`src/tmcg_pkg.sv`:
```
// ----------------------------------------------------------------------------
// tmcg_pkg
// Shared types and constants of the transparent mask copy code generator.
// ----------------------------------------------------------------------------
package tmcg_pkg;

  // Widths of positions, run lengths and window offsets
  localparam int POS_W = 28;
  localparam int LEN_W = 13;
  localparam int OFS_W = 14;

  // Command queue between front and back
  localparam int Q_DEPTH = 4;
  localparam int Q_AW    = 2;

  // Mask value of a transparent pixel
  localparam logic [7:0] PIX_TRANSPARENT = 8'hFF;

  // x86 opcode bytes
  localparam logic [7:0] OP_ADD_IMM32 = 8'h81;
  localparam logic [7:0] MODRM_ESI    = 8'hC6;
  localparam logic [7:0] MODRM_EDI    = 8'hC7;
  localparam logic [7:0] OP_MOV_ECX   = 8'hB9;
  localparam logic [7:0] OP_MOVSB     = 8'hA4;
  localparam logic [7:0] OP_OPSIZE    = 8'h66;
  localparam logic [7:0] OP_MOVSD     = 8'hA5;
  localparam logic [7:0] OP_REP       = 8'hF3;
  localparam logic [7:0] OP_RET       = 8'hC3;

  // Configuration register indexes
  localparam logic [2:0] REG_WINDOW_X      = 3'd0;
  localparam logic [2:0] REG_WINDOW_Y      = 3'd1;
  localparam logic [2:0] REG_WINDOW_WIDTH  = 3'd2;
  localparam logic [2:0] REG_WINDOW_HEIGHT = 3'd3;
  localparam logic [2:0] REG_MASK_STRIDE   = 3'd4;
  localparam logic [2:0] REG_SOURCE_STRIDE = 3'd5;

  // Configuration register set
  typedef struct packed {
    logic [11:0] window_x;
    logic [11:0] window_y;
    logic [12:0] window_width;
    logic [12:0] window_height;
    logic [13:0] mask_row_stride;
    logic [13:0] source_row_stride;
  } cfg_t;

  // One queued command: a run flush and/or the closing return
  typedef struct packed {
    logic             flush;
    logic             ret;
    logic             src_add;
    logic [POS_W-1:0] src_skip;
    logic             dst_add;
    logic [POS_W-1:0] dst_skip;
    logic [LEN_W-1:0] len;
  } cmd_t;

  // Program phases of the back end, in emission order
  typedef enum logic [2:0] {
    PH_SRC_ADD = 3'd0,
    PH_DST_ADD = 3'd1,
    PH_DWORD   = 3'd2,
    PH_REM     = 3'd3,
    PH_RET     = 3'd4
  } phase_t;

  // Little-endian byte k of a 32-bit immediate
  function automatic logic [7:0] imm_byte(input logic [31:0] v, input logic [1:0] k);
    logic [7:0] b;
    case (k)
      2'd0:    b = v[7:0];
      2'd1:    b = v[15:8];
      2'd2:    b = v[23:16];
      default: b = v[31:24];
    endcase
    return b;
  endfunction

endpackage

```
`src/tmcg_fifo.sv`:
```
// ----------------------------------------------------------------------------
// tmcg_fifo
// Short command queue between the pixel front end and the byte emitter.
// ----------------------------------------------------------------------------
module tmcg_fifo (
  input  logic           clk,
  input  logic           rst_n,
  input  logic           push,
  input  tmcg_pkg::cmd_t push_cmd,
  output logic           full,
  input  logic           pop,
  output tmcg_pkg::cmd_t head,
  output logic           empty
);

  tmcg_pkg::cmd_t mem [tmcg_pkg::Q_DEPTH];

  logic [tmcg_pkg::Q_AW-1:0] wr_ptr_r, rd_ptr_r;
  logic [tmcg_pkg::Q_AW:0]   count_r;

  assign full  = (count_r == (tmcg_pkg::Q_AW+1)'(tmcg_pkg::Q_DEPTH));
  assign empty = (count_r == '0);
  assign head  = mem[rd_ptr_r];

  // storage
  always_ff @(posedge clk) begin
    if (push) begin
      mem[wr_ptr_r] <= push_cmd;
    end
  end

  // pointers and fill level
  always_ff @(posedge clk) begin
    if (!rst_n) begin
      wr_ptr_r <= '0;
      rd_ptr_r <= '0;
      count_r  <= '0;
    end else begin
      if (push) wr_ptr_r <= wr_ptr_r + 1'b1;
      if (pop)  rd_ptr_r <= rd_ptr_r + 1'b1;
      if (push && !pop)      count_r <= count_r + 1'b1;
      else if (pop && !push) count_r <= count_r - 1'b1;
    end
  end

endmodule

```
`src/tmcg_front.sv`:
```
// ----------------------------------------------------------------------------
// tmcg_front
// Pixel front end: counts columns and rows, tracks transparent runs,
// computes source and destination positions and queues flush commands.
// ----------------------------------------------------------------------------
module tmcg_front #(
  parameter int MAX_DIM = 4096
) (
  input  logic           clk,
  input  logic           rst_n,
  input  tmcg_pkg::cfg_t cfg,
  input  logic           in_valid,
  output logic           in_ready,
  input  logic [7:0]     pixel,
  input  logic           q_full,
  output logic           q_push,
  output tmcg_pkg::cmd_t q_cmd
);

  localparam int DIM_LIM = (MAX_DIM < 8191) ? MAX_DIM : 8191;
  localparam int CNT_W   = $clog2(DIM_LIM);
  localparam int PW      = tmcg_pkg::POS_W;
  localparam int LW      = tmcg_pkg::LEN_W;
  localparam int OW      = tmcg_pkg::OFS_W;

  // counter and run state
  logic             run_active_r;
  logic [CNT_W-1:0] col_r, row_r;
  logic [LW-1:0]    run_len_r;

  // stage 1: classified pixel
  logic             p1_v_r, p1_start_r, p1_flush_r, p1_ret_r;
  logic [LW-1:0]    p1_len_r;
  logic [CNT_W-1:0] p1_row_r, p1_col_r;
  logic [OW-1:0]    p1_drow_r, p1_dcol_r;

  // stage 2: positions known
  logic             p2_v_r, p2_start_r, p2_flush_r, p2_ret_r;
  logic [LW-1:0]    p2_len_r;
  logic [PW-1:0]    p2_src_r, p2_dst_r;

  // run starts and where esi / edi stand in the program
  logic [PW-1:0] run_src_r, run_dst_r, cur_src_r, cur_dst_r;

  logic [12:0]    w_lim, h_lim;
  logic           adv, acc, trans, row_end, win_end, start, flush;
  logic [CNT_W:0] col_inc, row_inc;
  logic [LW-1:0]  len_new;
  logic [PW-1:0]  start_src, start_dst;
  logic [PW:0]    ds, dd;

  // window size limits: zero acts as one, large values clamp
  always_comb begin
    if (cfg.window_width == '0)                w_lim = 13'd1;
    else if (cfg.window_width > 13'(DIM_LIM))  w_lim = 13'(DIM_LIM);
    else                                       w_lim = cfg.window_width;
    if (cfg.window_height == '0)               h_lim = 13'd1;
    else if (cfg.window_height > 13'(DIM_LIM)) h_lim = 13'(DIM_LIM);
    else                                       h_lim = cfg.window_height;
  end

  // pipeline moves unless a command waits on a full queue
  assign adv      = !(p2_v_r && (p2_flush_r || p2_ret_r) && q_full);
  assign in_ready = adv && rst_n;
  assign acc      = in_valid && adv;

  // classification
  always_comb begin
    trans   = (pixel == tmcg_pkg::PIX_TRANSPARENT);
    col_inc = {1'b0, col_r} + 1'b1;
    row_inc = {1'b0, row_r} + 1'b1;
    row_end = (14'(col_inc) >= {1'b0, w_lim});
    win_end = row_end && (14'(row_inc) >= {1'b0, h_lim});
    start   = trans && !run_active_r;
    flush   = (!trans && run_active_r) || (row_end && trans);
    if (!trans)           len_new = run_len_r;
    else if (run_active_r) len_new = run_len_r + 1'b1;
    else                  len_new = LW'(1);
  end

  // counters and stage 1
  always_ff @(posedge clk) begin
    if (!rst_n) begin
      run_active_r <= 1'b0;
      col_r        <= '0;
      row_r        <= '0;
      run_len_r    <= '0;
      p1_v_r       <= 1'b0;
    end else begin
      if (adv) p1_v_r <= in_valid;
      if (acc) begin
        run_active_r <= trans && !row_end;
        run_len_r    <= len_new;
        col_r        <= row_end ? '0 : col_inc[CNT_W-1:0];
        if (row_end) row_r <= win_end ? '0 : row_inc[CNT_W-1:0];
      end
    end
  end

  always_ff @(posedge clk) begin
    if (acc) begin
      p1_start_r <= start;
      p1_flush_r <= flush;
      p1_ret_r   <= win_end;
      p1_len_r   <= len_new;
      p1_row_r   <= row_r;
      p1_col_r   <= col_r;
      p1_drow_r  <= OW'(cfg.window_y) + OW'(row_r);
      p1_dcol_r  <= OW'(cfg.window_x) + OW'(col_r);
    end
  end

  // stage 2: one multiply-add per position
  always_ff @(posedge clk) begin
    if (!rst_n) begin
      p2_v_r <= 1'b0;
    end else if (adv) begin
      p2_v_r <= p1_v_r;
    end
  end

  always_ff @(posedge clk) begin
    if (adv) begin
      p2_start_r <= p1_start_r;
      p2_flush_r <= p1_flush_r;
      p2_ret_r   <= p1_ret_r;
      p2_len_r   <= p1_len_r;
      p2_src_r   <= PW'(p1_row_r) * PW'(cfg.source_row_stride) + PW'(p1_col_r);
      p2_dst_r   <= PW'(p1_drow_r) * PW'(cfg.mask_row_stride) + PW'(p1_dcol_r);
    end
  end

  // skips relative to the cursors
  always_comb begin
    start_src = p2_start_r ? p2_src_r : run_src_r;
    start_dst = p2_start_r ? p2_dst_r : run_dst_r;
    ds        = {1'b0, start_src} - {1'b0, cur_src_r};
    dd        = {1'b0, start_dst} - {1'b0, cur_dst_r};

    q_cmd.flush    = p2_flush_r;
    q_cmd.ret      = p2_ret_r;
    q_cmd.src_add  = !ds[PW] && (ds[PW-1:0] != '0);
    q_cmd.src_skip = ds[PW-1:0];
    q_cmd.dst_add  = !dd[PW] && (dd[PW-1:0] != '0);
    q_cmd.dst_skip = dd[PW-1:0];
    q_cmd.len      = p2_len_r;
  end

  assign q_push = p2_v_r && (p2_flush_r || p2_ret_r) && !q_full;

  // run start capture and cursor tracking
  always_ff @(posedge clk) begin
    if (!rst_n) begin
      run_src_r <= '0;
      run_dst_r <= '0;
      cur_src_r <= '0;
      cur_dst_r <= '0;
    end else if (adv && p2_v_r) begin
      if (p2_start_r) begin
        run_src_r <= p2_src_r;
        run_dst_r <= p2_dst_r;
      end
      if (p2_ret_r) begin
        cur_src_r <= '0;
        cur_dst_r <= '0;
      end else if (p2_flush_r) begin
        cur_src_r <= start_src + PW'(p2_len_r);
        cur_dst_r <= start_dst + PW'(p2_len_r);
      end
    end
  end

endmodule

```
`src/tmcg_back.sv`:
```
// ----------------------------------------------------------------------------
// tmcg_back
// Byte emitter: walks the phases of one queued command and sends one program
// byte per cycle through the output register unless out_ready stalls it.
// ----------------------------------------------------------------------------
module tmcg_back (
  input  logic           clk,
  input  logic           rst_n,
  input  tmcg_pkg::cmd_t head,
  input  logic           q_empty,
  output logic           q_pop,
  output logic           out_valid,
  input  logic           out_ready,
  output logic [7:0]     code_byte,
  output logic           last,
  output logic           program_end
);

  logic [4:0]  done_r;
  logic [2:0]  idx_r;
  logic        out_valid_r, last_r, pend_r;
  logic [7:0]  byte_r;

  tmcg_pkg::phase_t cur_ph;
  logic [4:0]  appl, rem, cur_bit;
  logic [2:0]  plen;
  logic [10:0] blocks;
  logic [1:0]  rsz;
  logic [31:0] imm;
  logic [7:0]  byte_nxt;
  logic        go, phase_last, more;

  assign blocks = head.len[tmcg_pkg::LEN_W-1:2];
  assign rsz    = head.len[1:0];

  // phases this command needs, and those still open
  always_comb begin
    appl[0] = head.flush && head.src_add;
    appl[1] = head.flush && head.dst_add;
    appl[2] = head.flush && (blocks != '0);
    appl[3] = head.flush && (rsz != 2'd0);
    appl[4] = head.ret;
    rem     = appl & ~done_r;
  end

  // earliest open phase
  always_comb begin
    if (rem[0])      cur_ph = tmcg_pkg::PH_SRC_ADD;
    else if (rem[1]) cur_ph = tmcg_pkg::PH_DST_ADD;
    else if (rem[2]) cur_ph = tmcg_pkg::PH_DWORD;
    else if (rem[3]) cur_ph = tmcg_pkg::PH_REM;
    else             cur_ph = tmcg_pkg::PH_RET;
    cur_bit = 5'b00001 << cur_ph;
    more    = |(rem & ~cur_bit);
  end

  // phase length and byte at the current index
  always_comb begin
    imm      = '0;
    byte_nxt = tmcg_pkg::OP_RET;
    plen     = 3'd1;
    unique case (cur_ph)
      tmcg_pkg::PH_SRC_ADD, tmcg_pkg::PH_DST_ADD: begin
        plen = 3'd6;
        imm  = (cur_ph == tmcg_pkg::PH_SRC_ADD) ? 32'(head.src_skip) : 32'(head.dst_skip);
        case (idx_r)
          3'd0:    byte_nxt = tmcg_pkg::OP_ADD_IMM32;
          3'd1:    byte_nxt = (cur_ph == tmcg_pkg::PH_SRC_ADD) ? tmcg_pkg::MODRM_ESI
                                                              : tmcg_pkg::MODRM_EDI;
          default: byte_nxt = tmcg_pkg::imm_byte(imm, 2'(idx_r - 3'd2));
        endcase
      end
      tmcg_pkg::PH_DWORD: begin
        imm = 32'(blocks);
        if (blocks == 11'd1) begin
          plen     = 3'd1;
          byte_nxt = tmcg_pkg::OP_MOVSD;
        end else begin
          plen = 3'd7;
          case (idx_r)
            3'd0:                   byte_nxt = tmcg_pkg::OP_MOV_ECX;
            3'd5:                   byte_nxt = tmcg_pkg::OP_REP;
            3'd6:                   byte_nxt = tmcg_pkg::OP_MOVSD;
            default:                byte_nxt = tmcg_pkg::imm_byte(imm, 2'(idx_r - 3'd1));
          endcase
        end
      end
      tmcg_pkg::PH_REM: begin
        plen = 3'(rsz);
        case (idx_r)
          3'd0:    byte_nxt = (rsz == 2'd1) ? tmcg_pkg::OP_MOVSB : tmcg_pkg::OP_OPSIZE;
          3'd1:    byte_nxt = tmcg_pkg::OP_MOVSD;
          default: byte_nxt = tmcg_pkg::OP_MOVSB;
        endcase
      end
      default: begin
        plen     = 3'd1;
        byte_nxt = tmcg_pkg::OP_RET;
      end
    endcase
  end

  assign phase_last = (idx_r == plen - 3'd1);
  assign go         = !q_empty && (!out_valid_r || out_ready);
  assign q_pop      = go && phase_last && !more;

  // sequencing
  always_ff @(posedge clk) begin
    if (!rst_n) begin
      done_r      <= '0;
      idx_r       <= '0;
      out_valid_r <= 1'b0;
    end else begin
      if (go) begin
        out_valid_r <= 1'b1;
        if (phase_last) begin
          idx_r  <= '0;
          done_r <= more ? (done_r | cur_bit) : '0;
        end else begin
          idx_r <= idx_r + 1'b1;
        end
      end else if (out_ready) begin
        out_valid_r <= 1'b0;
      end
    end
  end

  // output payload register
  always_ff @(posedge clk) begin
    if (go) begin
      byte_r <= byte_nxt;
      last_r <= phase_last && !more;
      pend_r <= (cur_ph == tmcg_pkg::PH_RET);
    end
  end

  assign out_valid   = out_valid_r;
  assign code_byte   = byte_r;
  assign last        = last_r;
  assign program_end = pend_r;

endmodule

```
`src/transparent_mask_copy_code_generator.sv`:
```
// ----------------------------------------------------------------------------
// transparent_mask_copy_code_generator
// Turns a stream of window mask pixels into an x86 copy program.
// ----------------------------------------------------------------------------
// Usage:
//   in_*  : one mask pixel per transfer (in_tdata[7:0]); the block counts
//           columns and rows of the window itself.
//   out_* : one program byte per transfer (out_tdata[7:0]); out_tlast marks
//           the last byte caused by a pixel, out_tuser the closing ret.
//   cfg_* : register writes (window position, size, strides), ready whenever
//           out of reset; write only while no pixel is in flight.
// Path: a pixel that ends a run passes stage 1, stage 2, the command queue
//   and the output register before its first byte shows. Throughput: one
//   pixel per cycle while the command queue has room; the emitter sends
//   one byte per cycle while out_tready is high, so a pixel that causes k
//   bytes holds the output until all k are sent, and the four-entry queue
//   sets how far pixel input runs ahead of the emitter before in_tready drops.
// Reset: counters, run state, cursors and the queue clear; registers take
//   their reset values (1x1 window at the origin, strides of one).
// Output stall: the output register holds its byte, the queue fills and
//   then in_tready goes low; nothing is lost.
// ----------------------------------------------------------------------------
module transparent_mask_copy_code_generator #(
  parameter int MAX_DIM = 4096
) (
  input  logic        clk,
  input  logic        rst_n,
  // pixel input
  input  logic        in_tvalid,
  output logic        in_tready,
  input  logic [7:0]  in_tdata,   // [7:0] pixel
  // program bytes
  output logic        out_tvalid,
  input  logic        out_tready,
  output logic [7:0]  out_tdata,  // [7:0] code_byte
  output logic        out_tlast,  // last
  output logic        out_tuser,  // [0] program_end
  // register writes
  input  logic        cfg_valid,
  output logic        cfg_ready,
  input  logic [2:0]  cfg_index,
  input  logic [13:0] cfg_data
);

  tmcg_pkg::cfg_t cfg_r;
  tmcg_pkg::cmd_t q_cmd, q_head;
  logic           q_push, q_pop, q_full, q_empty;

  assign cfg_ready = rst_n;

  // configuration registers
  always_ff @(posedge clk) begin
    if (!rst_n) begin
      cfg_r.window_x          <= '0;
      cfg_r.window_y          <= '0;
      cfg_r.window_width      <= 13'd1;
      cfg_r.window_height     <= 13'd1;
      cfg_r.mask_row_stride   <= 14'd1;
      cfg_r.source_row_stride <= 14'd1;
    end else if (cfg_valid) begin
      unique case (cfg_index)
        tmcg_pkg::REG_WINDOW_X:      cfg_r.window_x          <= cfg_data[11:0];
        tmcg_pkg::REG_WINDOW_Y:      cfg_r.window_y          <= cfg_data[11:0];
        tmcg_pkg::REG_WINDOW_WIDTH:  cfg_r.window_width      <= cfg_data[12:0];
        tmcg_pkg::REG_WINDOW_HEIGHT: cfg_r.window_height     <= cfg_data[12:0];
        tmcg_pkg::REG_MASK_STRIDE:   cfg_r.mask_row_stride   <= cfg_data;
        tmcg_pkg::REG_SOURCE_STRIDE: cfg_r.source_row_stride <= cfg_data;
        default: ;
      endcase
    end
  end

  // pixel front end
  tmcg_front #(
    .MAX_DIM (MAX_DIM)
  ) u_front (
    .clk      (clk),
    .rst_n    (rst_n),
    .cfg      (cfg_r),
    .in_valid (in_tvalid),
    .in_ready (in_tready),
    .pixel    (in_tdata),
    .q_full   (q_full),
    .q_push   (q_push),
    .q_cmd    (q_cmd)
  );

  // command queue
  tmcg_fifo u_fifo (
    .clk      (clk),
    .rst_n    (rst_n),
    .push     (q_push),
    .push_cmd (q_cmd),
    .full     (q_full),
    .pop      (q_pop),
    .head     (q_head),
    .empty    (q_empty)
  );

  // byte emitter
  tmcg_back u_back (
    .clk         (clk),
    .rst_n       (rst_n),
    .head        (q_head),
    .q_empty     (q_empty),
    .q_pop       (q_pop),
    .out_valid   (out_tvalid),
    .out_ready   (out_tready),
    .code_byte   (out_tdata),
    .last        (out_tlast),
    .program_end (out_tuser)
  );

endmodule
```
`config.mk`:
```
export PLATFORM = sky130hd
export DESIGN_NAME = transparent_mask_copy_code_generator
export DESIGN_NICKNAME = d
export VERILOG_FILES = /design/src/tmcg_pkg.sv /design/src/tmcg_fifo.sv /design/src/tmcg_front.sv /design/src/tmcg_back.sv /design/src/transparent_mask_copy_code_generator.sv
export SDC_FILE = /design/constraint.sdc
export NUM_CORES = 2
export LEC_CHECK = 0
export ABC_AREA = 1
export BUFFER_PORTS_ARGS = -buffer_cell sky130_fd_sc_hd__clkbuf_2
export CORE_ASPECT_RATIO = 2
export CORE_MARGIN = 2
export CORE_UTILIZATION = 55
export CTS_BUF_LIST = sky130_fd_sc_hd__clkbuf_8
export CTS_CLUSTER_DIAMETER = 80
export DETAILED_ROUTE_END_ITERATION = 6
export PLACE_DENSITY = 0.76
export SLEW_MARGIN = 0
export SYNTH_ARGS = -nofsm -noshare
export SYNTH_HDL_FRONTEND = slang
export SYNTH_SLANG_ARGS = --single-unit
```
`constraint.sdc`:
```
create_clock -name clk -period 8.4 [get_ports clk]
set_input_delay 0.42 -clock clk [delete_from_list [all_inputs] [get_ports clk]]
set_output_delay 0.42 -clock clk [all_outputs]
set_load 0.05 [all_outputs]
```
==> run summary <==
status -> finished clean
post-route setup TNS -> 0 ps
Setup violations, final -> 0
CTS tree -> done
DRC errors left -> 0
Pwr Total -> 9.01 mW
R2R Path End -> u_front.p2_dst_r[26]
Placed Cells -> 6301
Min-Delay Startpoint -> cfg_data[3]
FP Rows -> 150
port bufs -> 42
antenna violations before repair -> 2
area grow syn2layout -> 6.79%
Critical R2R Launch -> u_front.p1_drow_r[5]
placeable core region -> 83300 µm²
VDD IR max -> 0.000153 V
number of routed nets with antenna violations -> 0
largest area contributor in the netlist -> edfxtp_1
synth unique cells -> 53
Ys Warns -> 0
Synth top area share -> 0.286
final wirelength -> 123 mm
period utilization -> 0.729
Longest Clk Path Bufs -> 3
post-synthesis sequential area ratio -> 0.394
Die Area -> 86200 µm²
commonest non-fill, non-tap cell in the layout -> nand2_1
Mapped Area -> 46000 µm²
Worst Tran Pin Value -> 1120 ps
Critical Path RT -> 8930 ps
Yosys reg bits -> 687
global-route wire length before repair -> 192 mm
vias in the first global route -> 37200
Initial Util -> 0.552
DRT iter0 DRCs -> 2165
fmax -> 163 MHz
number of synthesized flops with an enable pin -> 439
hpwl dp -> 94.4 mm
Critical Path AT -> 6650 ps
gr usage total -> 0.289
Post-DP Area -> 47100 µm²
non-filler cells, final -> 6487
CP Launch Point -> u_front.p1_drow_r[5]
Setup CP Type -> flip-flop to flip-flop
Placer Congestion -> 0.990
unrepaired setup endpoints after global routing -> false
Setup Buffers After CTS -> 0
Setup WS post-layout -> 2280 ps
Worst Clk Skew -> 33.8 ps
Die W -> 209 µm
H-tree depth -> 3
most used flip-flop cell after synthesis -> edfxtp_1
CTS Buf Count -> 95
pin count of the biggest net entering global routing -> 103
total clock sinks -> 687
Post-Syn Area per Cell -> 8.60 µm²
layout cells sized above 1 -> 0.0470
Vias/cell -> 5.59
Setup crit start kind -> flip-flop
Worst-path clk slew -> 70 ps
Max Slew Vio Count -> 0
most frequent cells in the layout -> nand2_1 (1068), inv_1 (916), nor2_1 (469), edfxtp_1 (439), o21ai_0 (396)
FF-to-FF path depth -> 19
CP max FO -> 14
DRT Pass-1 Iters -> 6
r2r setup slk -> 2280 ps
Hold Path Class -> input port to flip-flop
top cells by area, synth -> edfxtp_1 (29%), fa_1 (12%), dfxtp_1 (11%)
Power Density -> 183 nW/µm²
fill count -> 7399
WL/cell -> 18.9 µm
Worst-Skew Late Latency -> 800 ps
end of the worst hold path -> cfg_r[57]
Min Clock Period, post-route -> 6120 ps
fin nets -> 5969
final std cell area, no fill -> 49200 µm²
Leakage -> 23.1 nW
hold depth -> 3
routed via count -> 36300
GR Overflow Total -> 0
Die H -> 413 µm
final hold violations -> 0
ys async rst share -> 0
synthesized net count -> 5984
worst slack, placed -> 2210 ps
max_cap viols -> 0
cells after synthesis -> 5355
Top Ports -> 43
max_slew headroom -> 0.243
CP endpoint kind -> flip-flop
root buf cell -> clkbuf_8
[worst max-delay path by stage]
stage | to | slack (ps)
final | u_front.p2_dst_r[26] | 2280
after global routing | u_front.p2_dst_r[26] | 1810
after CTS | u_front.p2_dst_r[26] | 2220
after detailed placement | u_front.p2_dst_r[26] | 2210
after global placement | u_front.p2_dst_r[26] | 2290
after floorplan | u_fifo.mem[0][0] | 1600
[area by class of cell]
type                    instances  area (µm²)  area share
diodes                          2        5.00    0.000102
clock buffers                  97        1340      0.0272
clock inverters                81         637      0.0130
inverters                     905        3400      0.0692
multi-input cells            3570       23700       0.483
flip-flops and latches        687       18200       0.369
well taps                    1064        1330      0.0271
repair buffers                 81         571      0.0116
[metal layers]
| metal | vias to the layer above | routed length (µm) | track usage |
|---|---|---|---|
| li1 | 17400 | - | - |
| met1 | 17300 | 39300 | 0.260 |
| met2 | 1113 | 65800 | 0.553 |
| met3 | 473 | 4970 | 0.0349 |
| met4 | 0 | 12700 | 0.268 |
| met5 | - | 0 | 0 |
[synth_stat cells (all sizes together) (12+ instances only)]
master,n
a211oi,16
a21oi,371
a31oi,19
buf,41
clkbuf,152
dfxtp,248
edfxtp,439
fa,282
ha,317
inv,903
nand2,1074
nand3,225
nand4,43
nor2,480
nor3,38
nor4,14
o211ai,15
o21ai,424
o21bai,12
o221ai,38
xnor2,29
xor2,108
[registers in the layout (all words and copies together), names as in the netlist, 27 cells and up, named ones only]
register,cells
u_fifo.mem,292
cfg_r,78
u_front.cur_dst_r,28
u_front.cur_src_r,28
u_front.p2_dst_r,28
u_front.run_dst_r,28
u_front.run_src_r,28
u_front.p2_src_r,27
[worst max-delay path, cell delays in order (launching register included)]
cell	delay [ps]
edfxtp_1	630
nand2_1	150
inv_1	70
fa_1	540
inv_1	60
fa_1	540
inv_1	50
fa_1	500
fa_1	440
fa_1	510
fa_1	410
ha_1	390
nand2_1	70
nor2_1	130
nand4_1	80
o21ai_0	450
a21oi_1	190
o21ai_0	350
a21oi_1	140
xor2_1	160
[per-stage QoR]
| step | utilization | hold slack, ps |
|---|---|---|
| after global placement | 0.566 | 401 |
| final | 0.590 | 76.4 |
| after detailed placement | 0.566 | 405 |
| after floorplan | - | 400 |
| after CTS | 0.590 | 7.17 |
| after global routing | 0.590 | 56.6 |
[cells by family (layout without fill, tap and decap cells)]
| kind of cell | count (synthesis) | in the layout | synth area share |
|---|---|---|---|
| buffers and inverters | 1098 | 1164 | 0.0913 |
| xor gates and xnor gates | 137 | 137 | 0.0261 |
| adders and majority gates | 599 | 599 | 0.209 |
| other | 0 | 2 | 0 |
| DFF | 687 | 687 | 0.394 |
| AOI/OAI and AO/OA | 947 | 947 | 0.113 |
| and+or+nand+nor | 1887 | 1887 | 0.167 |
[where the power goes]
| group | internal (mW) | switching [mW] | total, mW |
|---|---|---|---|
| Clock | 1.36 | 1.36 | 2.72 |
| Sequential | 3.96 | 0.158 | 4.12 |
| Combinational | 0.643 | 1.52 | 2.17 |
| Total | 5.96 | 3.05 | 9.01 |
[what timing repair did]
action	CTS	global route
hold buffers	6	0
gates resized for setup	0	0
setup endpoints to repair	0	0
endpoints found under the hold margin	10	0
No activity file was read; power rests on OpenSTA's default activity.
